**config.mk**
```make
export PLATFORM = sky130hd
export DESIGN_NAME = console_line_editor_flat
export DESIGN_NICKNAME = d
export VERILOG_FILES = /design/src/design/cle_pkg.sv /design/src/design/cle_if.sv /design/src/design/cle_queue.sv /design/src/design/cle_front.sv /design/src/design/cle_back.sv /design/src/design/console_line_editor.sv /design/src/flat_wrapper.sv
export SDC_FILE = /design/constraint.sdc
export NUM_CORES = 1
export LEC_CHECK = 0
export BUFFER_PORTS_ARGS = -buffer_cell sky130_fd_sc_hd__clkbuf_2
export CAP_MARGIN = 40
export CORE_MARGIN = 3
export CORE_UTILIZATION = 55
export DETAILED_ROUTE_END_ITERATION = 8
export PLACE_DENSITY = 0.73
export SYNTH_ARGS = -nofsm -noshare
export SYNTH_HDL_FRONTEND = slang
export SYNTH_SLANG_ARGS = --single-unit
```
**constraint.sdc**
```tcl
create_clock -name clk -period 5.85 [get_ports clk]
set_input_delay 1.755 -clock clk [delete_from_list [all_inputs] [get_ports clk]]
set_output_delay 1.755 -clock clk [all_outputs]
set_load 0.02 [all_outputs]
```
**src/design/cle_pkg.sv**
```systemverilog
// shared constants, codes and types of the console line editor
`default_nettype none

package cle_pkg;

    localparam int BUFFER_BYTES = 64;
    localparam int IDX_W        = $clog2(BUFFER_BYTES);
    localparam int BYTE_W       = 8;
    localparam int CAP_W        = 9;
    localparam int LEN_W        = 6;
    localparam int CH_W         = 2;
    localparam int QUEUE_DEPTH  = 4;
    localparam int QPTR_W       = $clog2(QUEUE_DEPTH);

    localparam logic [CAP_W-1:0] CAP_RESET = CAP_W'(64);

    localparam logic [CH_W-1:0] CH_ECHO = 2'd0;
    localparam logic [CH_W-1:0] CH_LINE = 2'd1;
    localparam logic [CH_W-1:0] CH_DONE = 2'd2;

    localparam logic [BYTE_W-1:0] ASCII_BS    = 8'h08;
    localparam logic [BYTE_W-1:0] ASCII_LF    = 8'h0a;
    localparam logic [BYTE_W-1:0] ASCII_CR    = 8'h0d;
    localparam logic [BYTE_W-1:0] ASCII_SPACE = 8'h20;
    localparam logic [BYTE_W-1:0] ASCII_TILDE = 8'h7e;
    localparam logic [BYTE_W-1:0] ASCII_DEL   = 8'h7f;

    typedef enum logic [1:0] {
        CMD_STORE = 2'd0,
        CMD_ERASE = 2'd1,
        CMD_END   = 2'd2
    } cmd_op_t;

    typedef struct packed {
        cmd_op_t           op;
        logic [BYTE_W-1:0] char_byte;
        logic [IDX_W-1:0]  idx;
        logic [IDX_W-1:0]  len;
    } cmd_t;

    typedef struct packed {
        logic full;
        logic empty;
    } q_status_t;

endpackage

`default_nettype wire

```
**src/design/cle_if.sv**
```systemverilog
// channel interfaces: received bytes, result items, capacity writes
`default_nettype none

interface cle_rx_if;
    logic       valid;
    logic       ready;
    logic [7:0] rx_byte;

    modport source (output valid, output rx_byte, input ready);
    modport sink   (input valid, input rx_byte, output ready);
endinterface

interface cle_res_if;
    logic       valid;
    logic       ready;
    logic [1:0] channel;
    logic [7:0] data;
    logic [5:0] line_length;
    logic       last;

    modport source (output valid, output channel, output data, output line_length,
                    output last, input ready);
    modport sink   (input valid, input channel, input data, input line_length,
                    input last, output ready);
endinterface

interface cle_cfg_if;
    logic       valid;
    logic       ready;
    logic [8:0] out_capacity;

    modport source (output valid, output out_capacity, input ready);
    modport sink   (input valid, input out_capacity, output ready);
endinterface

`default_nettype wire

```
**src/design/cle_queue.sv**
```systemverilog
// short command queue between the classifier and the result sequencer
`default_nettype none

module cle_queue (
    input  wire               clk,
    input  wire               rst_n,
    input  wire               push,
    input  cle_pkg::cmd_t     push_cmd,
    input  wire               pop,
    output cle_pkg::cmd_t     head,
    output cle_pkg::q_status_t status
);
    import cle_pkg::*;

    cmd_t              slot_reg [QUEUE_DEPTH];
    logic [QPTR_W-1:0] wr_ptr_reg, wr_ptr_next;
    logic [QPTR_W-1:0] rd_ptr_reg, rd_ptr_next;
    logic [QPTR_W:0]   count_reg, count_next;
    logic              do_push, do_pop;

    assign status.full  = (count_reg == (QPTR_W+1)'(QUEUE_DEPTH));
    assign status.empty = (count_reg == '0);
    assign head         = slot_reg[rd_ptr_reg];

    assign do_push = push && !status.full;
    assign do_pop  = pop && !status.empty;

    always_comb
    begin
        wr_ptr_next = do_push ? wr_ptr_reg + QPTR_W'(1) : wr_ptr_reg;
        rd_ptr_next = do_pop ? rd_ptr_reg + QPTR_W'(1) : rd_ptr_reg;
        count_next  = count_reg;
        if (do_push && !do_pop)
        begin
            count_next = count_reg + (QPTR_W+1)'(1);
        end
        else if (do_pop && !do_push)
        begin
            count_next = count_reg - (QPTR_W+1)'(1);
        end
    end

    always_ff @(posedge clk or negedge rst_n)
    begin
        if (!rst_n)
        begin
            wr_ptr_reg <= '0;
            rd_ptr_reg <= '0;
            count_reg  <= '0;
        end
        else
        begin
            wr_ptr_reg <= wr_ptr_next;
            rd_ptr_reg <= rd_ptr_next;
            count_reg  <= count_next;
        end
    end

    always_ff @(posedge clk)
    begin
        if (do_push)
        begin
            slot_reg[wr_ptr_reg] <= push_cmd;
        end
    end

endmodule

`default_nettype wire

```
**src/design/cle_front.sv**
```systemverilog
// front end: accepts console bytes, tracks line fill, issues edit commands
`default_nettype none

module cle_front (
    input  wire                clk,
    input  wire                rst_n,
    cle_rx_if.sink             rx,
    cle_cfg_if.sink            cfg,
    input  cle_pkg::q_status_t q_status,
    output logic               push,
    output cle_pkg::cmd_t      push_cmd
);
    import cle_pkg::*;

    logic [IDX_W-1:0]  count_reg, count_next;
    logic              drop_reg, drop_next;
    logic [CAP_W-1:0]  cap_reg;

    logic              accept;
    logic [BYTE_W-1:0] b;
    logic              is_end, is_erase, is_print, dropped, line_full, over;
    logic [CAP_W-1:0]  cap;
    logic [IDX_W-1:0]  len;

    assign rx.ready  = !q_status.full;
    assign cfg.ready = 1'b1;
    assign accept    = rx.valid && rx.ready;
    assign b         = rx.rx_byte;

    always_comb
    begin
        is_end    = (b == ASCII_CR) || (b == ASCII_LF);
        is_erase  = (b == ASCII_BS) || (b == ASCII_DEL);
        is_print  = (b >= ASCII_SPACE) && (b <= ASCII_TILDE);
        dropped   = drop_reg && (b == ASCII_LF);
        line_full = (count_reg == IDX_W'(BUFFER_BYTES - 1));
        // zero capacity acts as one, so the line is delivered empty
        cap       = (cap_reg == '0) ? CAP_W'(1) : cap_reg;
        over      = (CAP_W'(count_reg) >= cap);
        len       = over ? IDX_W'(cap - CAP_W'(1)) : count_reg;

        push               = 1'b0;
        push_cmd.op        = CMD_STORE;
        push_cmd.char_byte = b;
        push_cmd.idx       = count_reg;
        push_cmd.len       = len;
        count_next         = count_reg;
        drop_next          = drop_reg;

        if (accept)
        begin
            drop_next = 1'b0;
            if (!dropped)
            begin
                if (is_end)
                begin
                    push        = 1'b1;
                    push_cmd.op = CMD_END;
                    count_next  = '0;
                    drop_next   = (b == ASCII_CR);
                end
                else if (is_erase && count_reg != '0)
                begin
                    push        = 1'b1;
                    push_cmd.op = CMD_ERASE;
                    count_next  = count_reg - IDX_W'(1);
                end
                else if (is_print && !line_full)
                begin
                    push        = 1'b1;
                    push_cmd.op = CMD_STORE;
                    count_next  = count_reg + IDX_W'(1);
                end
            end
        end
    end

    always_ff @(posedge clk or negedge rst_n)
    begin
        if (!rst_n)
        begin
            count_reg <= '0;
            drop_reg  <= 1'b0;
            cap_reg   <= CAP_RESET;
        end
        else
        begin
            count_reg <= count_next;
            drop_reg  <= drop_next;
            if (cfg.valid && cfg.ready)
            begin
                cap_reg <= cfg.out_capacity;
            end
        end
    end

endmodule

`default_nettype wire

```
**src/design/cle_back.sv**
```systemverilog
// back end: holds the line store and sequences echo and delivery results
`default_nettype none

module cle_back (
    input  wire                clk,
    input  wire                rst_n,
    input  cle_pkg::q_status_t q_status,
    input  cle_pkg::cmd_t      head,
    output logic               pop,
    cle_res_if.source          res
);
    import cle_pkg::*;

    typedef enum logic [4:0] {
        ST_IDLE  = 5'b00001,
        ST_SPACE = 5'b00010,
        ST_BS    = 5'b00100,
        ST_FETCH = 5'b01000,
        ST_LOAD  = 5'b10000
    } back_state_t;

    back_state_t       state_reg, state_next;
    logic              ovalid_reg, ovalid_next;
    logic [CH_W-1:0]   och_reg, och_next;
    logic [BYTE_W-1:0] odata_reg, odata_next;
    logic [LEN_W-1:0]  olen_reg, olen_next;
    logic              olast_reg, olast_next;
    logic [IDX_W-1:0]  rd_idx_reg, rd_idx_next;
    logic [IDX_W-1:0]  len_reg, len_next;
    logic [BYTE_W-1:0] rdata_reg;
    logic [BYTE_W-1:0] line_mem [BUFFER_BYTES];

    logic              out_free, mem_we, last_byte;

    assign res.valid       = ovalid_reg;
    assign res.channel     = och_reg;
    assign res.data        = odata_reg;
    assign res.line_length = olen_reg;
    assign res.last        = olast_reg;

    assign out_free  = !ovalid_reg || res.ready;
    assign last_byte = (rd_idx_reg == len_reg - IDX_W'(1));

    always_comb
    begin
        state_next  = state_reg;
        ovalid_next = ovalid_reg && !res.ready;
        och_next    = och_reg;
        odata_next  = odata_reg;
        olen_next   = olen_reg;
        olast_next  = olast_reg;
        rd_idx_next = rd_idx_reg;
        len_next    = len_reg;
        pop         = 1'b0;
        mem_we      = 1'b0;

        case (state_reg)
            ST_IDLE:
            begin
                if (out_free && !q_status.empty)
                begin
                    pop         = 1'b1;
                    ovalid_next = 1'b1;
                    och_next    = CH_ECHO;
                    olen_next   = '0;
                    case (head.op)
                        CMD_STORE:
                        begin
                            mem_we     = 1'b1;
                            odata_next = head.char_byte;
                            olast_next = 1'b1;
                        end
                        CMD_ERASE:
                        begin
                            odata_next = ASCII_BS;
                            olast_next = 1'b0;
                            state_next = ST_SPACE;
                        end
                        CMD_END:
                        begin
                            och_next    = CH_DONE;
                            odata_next  = ASCII_LF;
                            olen_next   = LEN_W'(head.len);
                            olast_next  = (head.len == '0);
                            rd_idx_next = '0;
                            len_next    = head.len;
                            if (head.len != '0)
                            begin
                                state_next = ST_FETCH;
                            end
                        end
                        default:
                        begin
                            ovalid_next = 1'b0;
                        end
                    endcase
                end
            end
            ST_SPACE:
            begin
                if (out_free)
                begin
                    ovalid_next = 1'b1;
                    och_next    = CH_ECHO;
                    odata_next  = ASCII_SPACE;
                    olen_next   = '0;
                    olast_next  = 1'b0;
                    state_next  = ST_BS;
                end
            end
            ST_BS:
            begin
                if (out_free)
                begin
                    ovalid_next = 1'b1;
                    och_next    = CH_ECHO;
                    odata_next  = ASCII_BS;
                    olen_next   = '0;
                    olast_next  = 1'b1;
                    state_next  = ST_IDLE;
                end
            end
            ST_FETCH:
            begin
                // read address is up, the registered read lands this edge
                state_next = ST_LOAD;
            end
            ST_LOAD:
            begin
                if (out_free)
                begin
                    ovalid_next = 1'b1;
                    och_next    = CH_LINE;
                    odata_next  = rdata_reg;
                    olen_next   = '0;
                    olast_next  = last_byte;
                    if (last_byte)
                    begin
                        state_next = ST_IDLE;
                    end
                    else
                    begin
                        rd_idx_next = rd_idx_reg + IDX_W'(1);
                        state_next  = ST_FETCH;
                    end
                end
            end
            default:
            begin
                state_next = ST_IDLE;
            end
        endcase
    end

    always_ff @(posedge clk or negedge rst_n)
    begin
        if (!rst_n)
        begin
            state_reg  <= ST_IDLE;
            ovalid_reg <= 1'b0;
        end
        else
        begin
            state_reg  <= state_next;
            ovalid_reg <= ovalid_next;
        end
    end

    always_ff @(posedge clk)
    begin
        och_reg    <= och_next;
        odata_reg  <= odata_next;
        olen_reg   <= olen_next;
        olast_reg  <= olast_next;
        rd_idx_reg <= rd_idx_next;
        len_reg    <= len_next;
    end

    // line store: one write port from stored commands, one registered read
    always_ff @(posedge clk)
    begin
        if (mem_we)
        begin
            line_mem[head.idx] <= head.char_byte;
        end
        rdata_reg <= line_mem[rd_idx_reg];
    end

endmodule

`default_nettype wire

```
**src/design/console_line_editor.sv**
```systemverilog
// console line editor: byte intake with echo, line editing and line delivery
//
// rx carries one console byte per transaction; it is taken whenever the
// four-entry command queue has room, so a byte can be accepted every cycle.
// res carries result items: echo bytes, a completion record (newline echo with
// the delivered length) and then the delivered line bytes, each with last set
// on the final result of its input byte. cfg writes out_capacity at any time
// the block is idle; cfg.ready is always high.
// When the sequencer is idle, the first result of a byte passes through the
// command queue and then the output register before it is shown.
// A stored printable byte gives one result, an accepted erase gives three
// results, and a line end gives the record plus one result per delivered byte,
// each fetched by the registered read of the line store memory.
// Reset empties the line, clears the pending-LF flag and sets capacity to 64;
// the store itself needs no clearing and the block is ready right away.
// When res stalls the output register holds its result, the sequencer waits,
// and rx keeps taking bytes until the queue fills.
`default_nettype none

module console_line_editor (
    input  wire       clk,
    input  wire       rst_n,
    cle_rx_if.sink    rx,
    cle_res_if.source res,
    cle_cfg_if.sink   cfg
);
    import cle_pkg::*;

    logic      push, pop;
    cmd_t      push_cmd, head;
    q_status_t q_status;

    cle_front u_front (
        .clk      (clk),
        .rst_n    (rst_n),
        .rx       (rx),
        .cfg      (cfg),
        .q_status (q_status),
        .push     (push),
        .push_cmd (push_cmd)
    );

    cle_queue u_queue (
        .clk      (clk),
        .rst_n    (rst_n),
        .push     (push),
        .push_cmd (push_cmd),
        .pop      (pop),
        .head     (head),
        .status   (q_status)
    );

    cle_back u_back (
        .clk      (clk),
        .rst_n    (rst_n),
        .q_status (q_status),
        .head     (head),
        .pop      (pop),
        .res      (res)
    );

endmodule

`default_nettype wire

```
**src/flat_wrapper.sv**
```systemverilog
// flat-port wrapper written by rule: the top's interface ports become plain ports
module console_line_editor_flat import cle_pkg::*;
  (clk, rst_n, rx_valid, rx_rx_byte, rx_ready, res_valid, res_channel, res_data, res_line_length, res_last, res_ready, cfg_valid, cfg_out_capacity, cfg_ready);
  cle_rx_if rx_i ();
  cle_res_if res_i ();
  cle_cfg_if cfg_i ();
  input  wire clk;
  input  wire rst_n;
  input wire logic [$bits(rx_i.valid)-1:0] rx_valid;
  input wire logic [$bits(rx_i.rx_byte)-1:0] rx_rx_byte;
  output wire logic [$bits(rx_i.ready)-1:0] rx_ready;
  output wire logic [$bits(res_i.valid)-1:0] res_valid;
  output wire logic [$bits(res_i.channel)-1:0] res_channel;
  output wire logic [$bits(res_i.data)-1:0] res_data;
  output wire logic [$bits(res_i.line_length)-1:0] res_line_length;
  output wire logic [$bits(res_i.last)-1:0] res_last;
  input wire logic [$bits(res_i.ready)-1:0] res_ready;
  input wire logic [$bits(cfg_i.valid)-1:0] cfg_valid;
  input wire logic [$bits(cfg_i.out_capacity)-1:0] cfg_out_capacity;
  output wire logic [$bits(cfg_i.ready)-1:0] cfg_ready;
  assign rx_i.valid = rx_valid;
  assign rx_i.rx_byte = rx_rx_byte;
  assign rx_ready = rx_i.ready;
  assign res_valid = res_i.valid;
  assign res_channel = res_i.channel;
  assign res_data = res_i.data;
  assign res_line_length = res_i.line_length;
  assign res_last = res_i.last;
  assign res_i.ready = res_ready;
  assign cfg_i.valid = cfg_valid;
  assign cfg_i.out_capacity = cfg_out_capacity;
  assign cfg_ready = cfg_i.ready;
  console_line_editor u_core (.clk(clk), .rst_n(rst_n), .rx(rx_i), .res(res_i), .cfg(cfg_i));
endmodule
```
==> metrics.json, run 1 <==
{
  "grt_setup_unrepaired": {"value": "no"},
  "largest_register_ff_count": {"value": 512},
  "maxCapViolCount": {"value": 0},
  "relSlewSlack": {"value": 39.1, "unit": "%"},
  "syn_to_layout_area_delta": {"value": 11.3, "unit": "%"},
  "vdd.ir_drop.worst": {"value": 0.300, "unit": "mV"},
  "status": {"value": "complete, no violations"},
  "place.port_buffers": {"value": 40},
  "timing.fmax": {"value": 0.249, "unit": "GHz"},
  "num_cts_buffers": {"value": 68},
  "num_rows": {"value": 80},
  "post_cts_hold_buffer_count": {"value": 0},
  "ys_seq_area_share": {"value": 74.0, "unit": "%"},
  "insertion_delay": {"value": 0.60, "unit": "ns"},
  "synth_top_area_cell": {"value": "sky130_fd_sc_hd__edfxtp_1"},
  "setup_violations": {"value": 0},
  "ctsRootBufferMaster": {"value": "sky130_fd_sc_hd__clkbuf_16"},
  "final_layout_size_suffix_gt1_share": {"value": 20.1, "unit": "%"},
  "syn_inst": {"value": 1419},
  "timing_worst_slew_pin_value": {"value": 0.891, "unit": "ns"},
  "synth_top_area_share": {"value": 70.6, "unit": "%"},
  "fin_hold_ws": {"value": 0.498, "unit": "ns"},
  "finalWorstPathRequiredPeriod": {"value": 4.02, "unit": "ns"},
  "worst_ep_required_time": {"value": 6.36, "unit": "ns"},
  "die_width": {"value": 226, "unit": "microns"},
  "totalWireLength": {"value": 57.5, "unit": "mm"},
  "antenna_cells": {"value": 0},
  "hp-class": {"value": "register to register"},
  "synth-seq-cells": {"value": 666},
  "final-max-slew-violation-count": {"value": 0},
  "r2r.worst_path.cells": {"value": 6},
  "track_usage": {"value": 22.8, "unit": "%"},
  "grt_max_degree": {"value": 134},
  "cp.arrival": {"value": 4.53, "unit": "ns"},
  "grt_pass1_wl": {"value": 85.9, "unit": "mm"},
  "worst_setup_hold_path_clk_slew": {"value": 0.06, "unit": "ns"},
  "routed_via_density": {"value": 6.33},
  "syn-cell-area": {"value": 0.0267, "unit": "sq mm"},
  "io_pins": {"value": 42},
  "hold_path_depth": {"value": 1},
  "cts_setup_buffers": {"value": 0},
  "avgSynthCellArea": {"value": 18.8, "unit": "sq um"},
  "cp_max_fo": {"value": 7},
  "post-dp-hpwl": {"value": 34.3, "unit": "mm"},
  "synth_edf_count": {"value": 629},
  "endpoint_kind": {"value": "register"},
  "drt-initial-drc-count": {"value": 1476},
  "antenna_violating_nets_post_route": {"value": 0},
  "synth_cell_type_count": {"value": 68},
  "synth.yosys.warnings": {"value": 0},
  "remaining_drc_errors": {"value": 0},
  "wl_per_cell": {"value": 26.7, "unit": "microns"},
  "start_util": {"value": 55.9, "unit": "%"},
  "number_of_placed_instances_with_taps_included": {"value": 2030},
  "async_reset_ff_share": {"value": 4.35, "unit": "%"},
  "postSynthNetCount": {"value": 1465},
  "cts.sinks": {"value": 666},
  "total_leakage_power": {"value": 9.87, "unit": "nW"},
  "power-per-cell-area": {"value": 466, "unit": "mW/mm^2"},
  "first_global_vias": {"value": 13700},
  "fp.dieH": {"value": 226, "unit": "microns"},
  "detailroute.via_count": {"value": 13600},
  "nets": {"value": 1532},
  "cts_resized": {"value": 0},
  "design.die.area": {"value": 0.0513, "unit": "sq mm"},
  "htree_levels": {"value": 3},
  "synth_top_flop_cell": {"value": "sky130_fd_sc_hd__edfxtp_1"},
  "gr-total-overflow": {"value": 0},
  "postLayoutCellArea": {"value": 0.0298, "unit": "sq mm"},
  "final_hold_viol_count": {"value": 0},
  "cts_max_path_buffers": {"value": 3},
  "crit_path_start_kind": {"value": "input port"},
  "fin_crit_sh": {"value": 68.7, "unit": "%"},
  "timing.setup.critical_path_class": {"value": "input port to register"},
  "tns": {"value": 0, "unit": "ns"},
  "detailedRoute.firstPassIterationCount": {"value": 5},
  "fin_cells": {"value": 2155},
  "placed_cell_area": {"value": 0.0276, "unit": "sq mm"},
  "core-area": {"value": 0.0478, "unit": "sq mm"},
  "cts_tree": {"value": "yes"},
  "antenna_found_initial": {"value": 0},
  "gp_congestion": {"value": 0.831},
  "worst_clock_skew_on_the_final_layout": {"value": 0.0322, "unit": "ns"},
  "yosys-top-cells-area": {"value": "sky130_fd_sc_hd__edfxtp_1 (71%), sky130_fd_sc_hd__mux4_2 (10%), sky130_fd_sc_hd__mux2i_1 (2.9%)"}
}
## cells by family after synthesis
family	synth area share [%]
AOI/OAI and AO/OA	3.83
xor gates and xnor gates	0.819
adders and majority gates	1.18
buffers and inverters	1.69
DFF	74.0
muxes	13.9
other	0.0140
and+or+nand+nor	4.63
## final timing paths
check	startpoint	endpoint	slack, ns
min reg2reg	u_core.u_front.cap_reg[8]	u_core.u_front.cap_reg[8]	0.50
min	u_core.u_front.cap_reg[8]	u_core.u_front.cap_reg[8]	0.50
max in group asynchronous	rst_n	u_core.u_front.cap_reg[7]	4.08
max	rx_rx_byte[5]	u_core.u_queue.count_reg[2]	1.83
max reg2reg	u_core.u_queue.rd_ptr_reg[0]	u_core.u_back.line_mem[18][3]	1.97
min in group asynchronous	rst_n	u_core.u_back.state_reg[3]	1.24
## cell usage in the layout, fill, tap and decap left out, types with 5 or more instances in the layout
master                        n
sky130_fd_sc_hd__o21ai_1     10
sky130_fd_sc_hd__o21ai_0     16
sky130_fd_sc_hd__buf_4       19
sky130_fd_sc_hd__ha_1        22
sky130_fd_sc_hd__nor2b_1     11
sky130_fd_sc_hd__or3_1        5
sky130_fd_sc_hd__clkbuf_16   71
sky130_fd_sc_hd__a22o_1       8
sky130_fd_sc_hd__mux2i_1     77
sky130_fd_sc_hd__a211oi_1    12
sky130_fd_sc_hd__edfxtp_1   629
sky130_fd_sc_hd__nand3_1     15
sky130_fd_sc_hd__nand4_1      5
sky130_fd_sc_hd__and2_1       9
sky130_fd_sc_hd__dfxtp_1      8
sky130_fd_sc_hd__xor2_1      11
sky130_fd_sc_hd__nor3_1      15
sky130_fd_sc_hd__a22oi_1     16
sky130_fd_sc_hd__mux2_2       7
sky130_fd_sc_hd__o22ai_1     19
sky130_fd_sc_hd__clkbuf_1    13
sky130_fd_sc_hd__nand2_1     37
sky130_fd_sc_hd__clkinv_1    15
sky130_fd_sc_hd__nor2_1     105
sky130_fd_sc_hd__clkinv_2     8
sky130_fd_sc_hd__xnor2_1     14
sky130_fd_sc_hd__clkbuf_2    40
sky130_fd_sc_hd__dfrtp_1     27
sky130_fd_sc_hd__mux4_2     122
sky130_fd_sc_hd__inv_1       22
sky130_fd_sc_hd__nor4_1       5
sky130_fd_sc_hd__nand2b_1    12
sky130_fd_sc_hd__and3_1      11
sky130_fd_sc_hd__a2111oi_0   11
sky130_fd_sc_hd__nand3_2      6
sky130_fd_sc_hd__a21oi_1     24
## metal layers
metal	track usage [%]	vias to the layer above	part of all wire (%)
met4	7.68	0	3.1
met2	36.4	634	48
met3	4.70	115	8.1
met1	32.1	7032	40
met5	0	-	0
li1	-	5866	-
## synth_stat cells, types with 5 or more instances
library cell                number
sky130_fd_sc_hd__o21ai_0        16
sky130_fd_sc_hd__clkbuf_1       38
sky130_fd_sc_hd__nand2b_1       12
sky130_fd_sc_hd__and3_1         11
sky130_fd_sc_hd__mux2_2          7
sky130_fd_sc_hd__ha_1           22
sky130_fd_sc_hd__or3_1           5
sky130_fd_sc_hd__mux4_2        120
sky130_fd_sc_hd__a211oi_1       12
sky130_fd_sc_hd__mux2i_1        77
sky130_fd_sc_hd__buf_4          10
sky130_fd_sc_hd__xor2_1         11
sky130_fd_sc_hd__o22ai_1        19
sky130_fd_sc_hd__nand3_1        15
sky130_fd_sc_hd__nor2_1        105
sky130_fd_sc_hd__nor2b_1        13
sky130_fd_sc_hd__edfxtp_1      629
sky130_fd_sc_hd__nand3_2         6
sky130_fd_sc_hd__a2111oi_0      11
sky130_fd_sc_hd__mux4_1          6
sky130_fd_sc_hd__dfrtp_1        27
sky130_fd_sc_hd__nand4_1         5
sky130_fd_sc_hd__a22oi_1        16
sky130_fd_sc_hd__a21oi_1        24
sky130_fd_sc_hd__nand2_1        37
sky130_fd_sc_hd__inv_1          22
sky130_fd_sc_hd__a22o_1          8
sky130_fd_sc_hd__buf_2          13
sky130_fd_sc_hd__nor3_1         15
sky130_fd_sc_hd__dfxtp_1         8
sky130_fd_sc_hd__nor4_1          5
sky130_fd_sc_hd__xnor2_1        14
sky130_fd_sc_hd__and2_1          9
sky130_fd_sc_hd__o21ai_1        10
## stage by stage
step	utilization [%]	power, mW	worst slack [ns]
detailed placement	57.6	9.79	1.28
CTS	62.2	13.9	1.88
global placement	57.6	9.67	1.40
finish	62.2	13.9	1.83
global route	62.2	14.4	1.57
floorplan	-	8.58	1.73
## critical path, cell delays in order
cell                       delay (ns)
sky130_fd_sc_hd__clkbuf_2        0.14
sky130_fd_sc_hd__nor3_1          0.26
sky130_fd_sc_hd__nor2b_1         0.28
sky130_fd_sc_hd__o21ai_1         0.24
sky130_fd_sc_hd__a31oi_1         0.68
sky130_fd_sc_hd__ha_1            0.30
sky130_fd_sc_hd__inv_1           0.06
sky130_fd_sc_hd__fa_1            0.37
sky130_fd_sc_hd__xor2_1          0.17
sky130_fd_sc_hd__nor2_1          0.11
sky130_fd_sc_hd__xor2_1          0.16
## final cells by class
type	instances	area, sq um
clock inverter	38	323
clock buffer	86	1850
tap	615	769
inverter	26	97.6
multi-input combinational	659	6510
sequential	666	19800
timing repair buffer	65	434
fill	3257	18100
## power breakdown
part / leakage (nW) / switching [mW] / internal (mW) / total, mW
sequential: 6.10 / 0.235 / 6.24 / 6.48
combinational: 2.71 / 2.21 / 1.01 / 3.22
clock: 1.05 / 1.75 / 2.43 / 4.18
Note: power is estimated with default switching activity, not from simulation.
==> run 2, diff against run 1 <==
- PLACE_DENSITY: 0.73 -> 0.76
- clock period: 5.85 -> 3.25 ns (I/O delays scaled with it)
==> run 2 against run 1 <==
  * The flow now finishes with violations (setup timing)
  * Sequential power up 79%
  * Cell count up 5.6%
  * Sequential share of layout area down 2.0 points
  * Flip-flop and latch count unchanged
  * Register-to-register slack worse by 2.0 ns
  * Setup slack worse by 1.8 ns
  * Utilization up 2.0 points
==> metrics.json, run 2 (same netlist as run 1, synthesis figures left out) <==
{
  "status": {"value": "finished, violations left"},
  "violations": {"value": "setup timing"},
  "cts.sinks": {"value": 666, "change": "unchanged"},
  "htree_levels": {"value": 3, "change": "unchanged"},
  "switching_share": {"value": 30.1, "unit": "%", "change": "-0.079 points"},
  "drt-initial-drc-count": {"value": 1777, "change": "+20%"},
  "timing_worst_slew_pin_value": {"value": 0.799, "unit": "ns", "change": "-0.0912 ns"},
  "setup_slack": {"value": -0.0110, "unit": "ns", "change": "-1.84 ns"},
  "endpoint_kind": {"value": "register"},
  "post_cts_hold_buffer_count": {"value": 0, "change": "unchanged"},
  "first_global_vias": {"value": 14500, "change": "+5.4%"},
  "io_pins": {"value": 42, "change": "unchanged"},
  "gr-total-overflow": {"value": 0, "change": "unchanged"},
  "worst_clock_skew_on_the_final_layout": {"value": 0.0205, "unit": "ns", "change": "-0.0117 ns"},
  "most-common-layout-cells": {"value": "sky130_fd_sc_hd__edfxtp_1 (629), sky130_fd_sc_hd__buf_4 (134), sky130_fd_sc_hd__mux4_2 (122)"},
  "cp_max_fo": {"value": 5, "change": "-2"},
  "tns": {"value": -0.0357, "unit": "ns", "change": "-0.0357 ns"},
  "sequentialPowerShare": {"value": 46.1, "unit": "%", "change": "-0.6 points"},
  "layout_commonest_cell": {"value": "sky130_fd_sc_hd__edfxtp_1"},
  "fp.dieH": {"value": 226, "unit": "microns", "change": "unchanged"},
  "total_leakage_power": {"value": 10.5, "unit": "nW", "change": "+6.2%"},
  "detailedRoute.firstPassIterationCount": {"value": 5, "change": "unchanged"},
  "antenna_found_initial": {"value": 0, "change": "unchanged"},
  "cts_resized": {"value": 0, "change": "unchanged"},
  "grt_setup_unrepaired": {"value": "yes"},
  "antenna_violating_nets_post_route": {"value": 0, "change": "unchanged"},
  "totalWireLength": {"value": 59.4, "unit": "mm", "change": "+3.4%"},
  "finalWorstPathRequiredPeriod": {"value": 3.26, "unit": "ns"},
  "fin_hold_ws": {"value": 0.467, "unit": "ns", "change": "-0.0313 ns"},
  "nets": {"value": 1652, "change": "+7.8%"},
  "placed_cell_area": {"value": 0.0286, "unit": "sq mm", "change": "+3.7%"},
  "logic_gate_share_of_total_power": {"value": 24.6, "unit": "%", "change": "+1.4 points"},
  "num_rows": {"value": 80, "change": "unchanged"},
  "crit_path_start_kind": {"value": "register"},
  "timing.fmax": {"value": 0.307, "unit": "GHz"},
  "cts_setup_buffers": {"value": 0, "change": "unchanged"},
  "timing.setup.critical_path_class": {"value": "register to register"},
  "num_cts_buffers": {"value": 68, "change": "unchanged"},
  "setup_violations": {"value": 4, "change": "+4"},
  "insertion_delay": {"value": 0.60, "unit": "ns", "change": "about the same"},
  "wl_per_cell": {"value": 26.1, "unit": "microns", "change": "-2.0%"},
  "multi_input_combinational_cell_area": {"value": 0.00651, "unit": "sq mm", "change": "about the same"},
  "fin_crit_sh": {"value": 100, "unit": "%"},
  "cp.arrival": {"value": 3.62, "unit": "ns", "change": "-0.91 ns"},
  "die_width": {"value": 226, "unit": "microns", "change": "unchanged"},
  "largest_register_ff_count": {"value": 512, "change": "unchanged"},
  "maxCapViolCount": {"value": 0, "change": "unchanged"},
  "post-dp-hpwl": {"value": 37.5, "unit": "mm", "change": "+9.4%"},
  "power-per-cell-area": {"value": 818, "unit": "mW/mm^2", "change": "+75%"},
  "gp_congestion": {"value": 0.863, "change": "+3.9%"},
  "n_fill_cell": {"value": 3156, "change": "-3.1%"},
  "ctsRootBufferMaster": {"value": "sky130_fd_sc_hd__clkbuf_16"},
  "grt_max_degree": {"value": 51, "change": "-62%"},
  "relSlewSlack": {"value": 45.3, "unit": "%", "change": "+6.2 points"},
  "power_report.internal_total": {"value": 17.5, "unit": "mW", "change": "+81%"},
  "hp-class": {"value": "input port to async pin"},
  "antenna_cells": {"value": 0, "change": "unchanged"},
  "worst_setup_hold_path_clk_slew": {"value": 0.06, "unit": "ns", "change": "about the same"},
  "remaining_drc_errors": {"value": 0, "change": "unchanged"},
  "routed_via_density": {"value": 6.27, "change": "-0.95%"},
  "worst_ep_required_time": {"value": 3.61, "unit": "ns", "change": "-2.75 ns"},
  "ff_latch_area": {"value": 0.0198, "unit": "sq mm", "change": "unchanged"},
  "core-area": {"value": 0.0478, "unit": "sq mm", "change": "unchanged"},
  "detailroute.via_count": {"value": 14300, "change": "+4.6%"},
  "cts_max_path_buffers": {"value": 3, "change": "unchanged"},
  "final_layout_size_suffix_gt1_share": {"value": 26.0, "unit": "%", "change": "+5.9 points"},
  "place.port_buffers": {"value": 40, "change": "unchanged"},
  "pre_cts_slack": {"value": -0.125, "unit": "ns", "change": "-1.40 ns"},
  "syn_to_layout_area_delta": {"value": 14.8, "unit": "%"},
  "start_util": {"value": 55.9, "unit": "%", "change": "unchanged"},
  "final-max-slew-violation-count": {"value": 0, "change": "unchanged"},
  "vdd.ir_drop.worst": {"value": 0.485, "unit": "mV", "change": "+62%"},
  "track_usage": {"value": 23.4, "unit": "%", "change": "+0.59 points"},
  "power.switching": {"value": 7.56, "unit": "mW", "change": "+80%"},
  "design.die.area": {"value": 0.0513, "unit": "sq mm", "change": "unchanged"},
  "clock_power_share": {"value": 29.3, "unit": "%", "change": "-0.8 points"},
  "grt_pass1_wl": {"value": 88.4, "unit": "mm", "change": "+3.0%"},
  "cts_tree": {"value": "yes"},
  "layout.core_utilization": {"value": 64.2, "unit": "%", "change": "+2.0 points"},
  "postLayoutCellArea": {"value": 0.0307, "unit": "sq mm", "change": "+3.2%"},
  "final_hold_viol_count": {"value": 0, "change": "unchanged"}
}
## run 2: final timing paths
check / startpoint / to / slack, ns / depth (start not counted)
hold reg to reg: u_core.u_front.cap_reg[8] / u_core.u_front.cap_reg[8] / 0.51 / 1
setup / recovery: u_core.u_front.cap_reg[7] / u_core.u_queue.slot_reg[3][3] / -0.01 / 12
hold / removal: rst_n / u_core.u_back.state_reg[3] / 0.47 / 1
setup reg to reg: u_core.u_front.cap_reg[7] / u_core.u_queue.slot_reg[3][3] / -0.01 / 12
max in group asynchronous: rst_n / u_core.u_queue.wr_ptr_reg[0] / 2.24 / 1
min in group clk: u_core.u_front.cap_reg[8] / u_core.u_front.cap_reg[8] / 0.51 / 1
## run 2: area by class of cell
cell class	instances	area share, %
sequential	666	64.4
timing repair buffer	185	4.67
multi-input combinational	659	21.2
tap	615	2.51
clock buffer	87	5.95
inverter	26	0.318
clock inverter	37	0.933
## run 2: worst max-delay path, cell delays in order, from the launching register on
cell and delay (ns):
sky130_fd_sc_hd__dfrtp_1 0.38, sky130_fd_sc_hd__or3_1 0.45, sky130_fd_sc_hd__nor4_1 0.31, sky130_fd_sc_hd__a31oi_1 0.20, sky130_fd_sc_hd__inv_1 0.15, sky130_fd_sc_hd__ha_1 0.24, sky130_fd_sc_hd__nand2b_1 0.14, sky130_fd_sc_hd__a21oi_1 0.14
sky130_fd_sc_hd__nor2b_1 0.05, sky130_fd_sc_hd__o21ai_0 0.27, sky130_fd_sc_hd__a221oi_2 0.15, sky130_fd_sc_hd__buf_4 0.19, sky130_fd_sc_hd__mux2i_1 0.35
## run 2: per-layer routing
layer | vias up | routed length [microns] | global-route usage [%]
met4 | 0 | 1830 | 8.84
li1 | 6104 | - | -
met2 | 685 | 29900 | 38.9
met1 | 7354 | 23200 | 31.6
met5 | - | 0 | 0
met3 | 127 | 4520 | 4.08
## run 2: per-stage QoR
step	power, mW	std cells
6_report	25.1	2275
5_1_grt	26.0	2275
4_1_cts	25.2	2275
3_5_place_dp	17.8	2151
3_3_place_gp	17.6	2150
2_1_floorplan	15.4	1419
## run 2: power groups by stage
stage,sequential [mW],clock (mW),combinational [mW]
6_report,11.6,7.35,6.18
3_3_place_gp,11.7,0,5.86
5_1_grt,11.6,7.80,6.58
2_1_floorplan,11.8,0,3.67
3_5_place_dp,11.7,0,6.09
4_1_cts,11.6,7.47,6.15
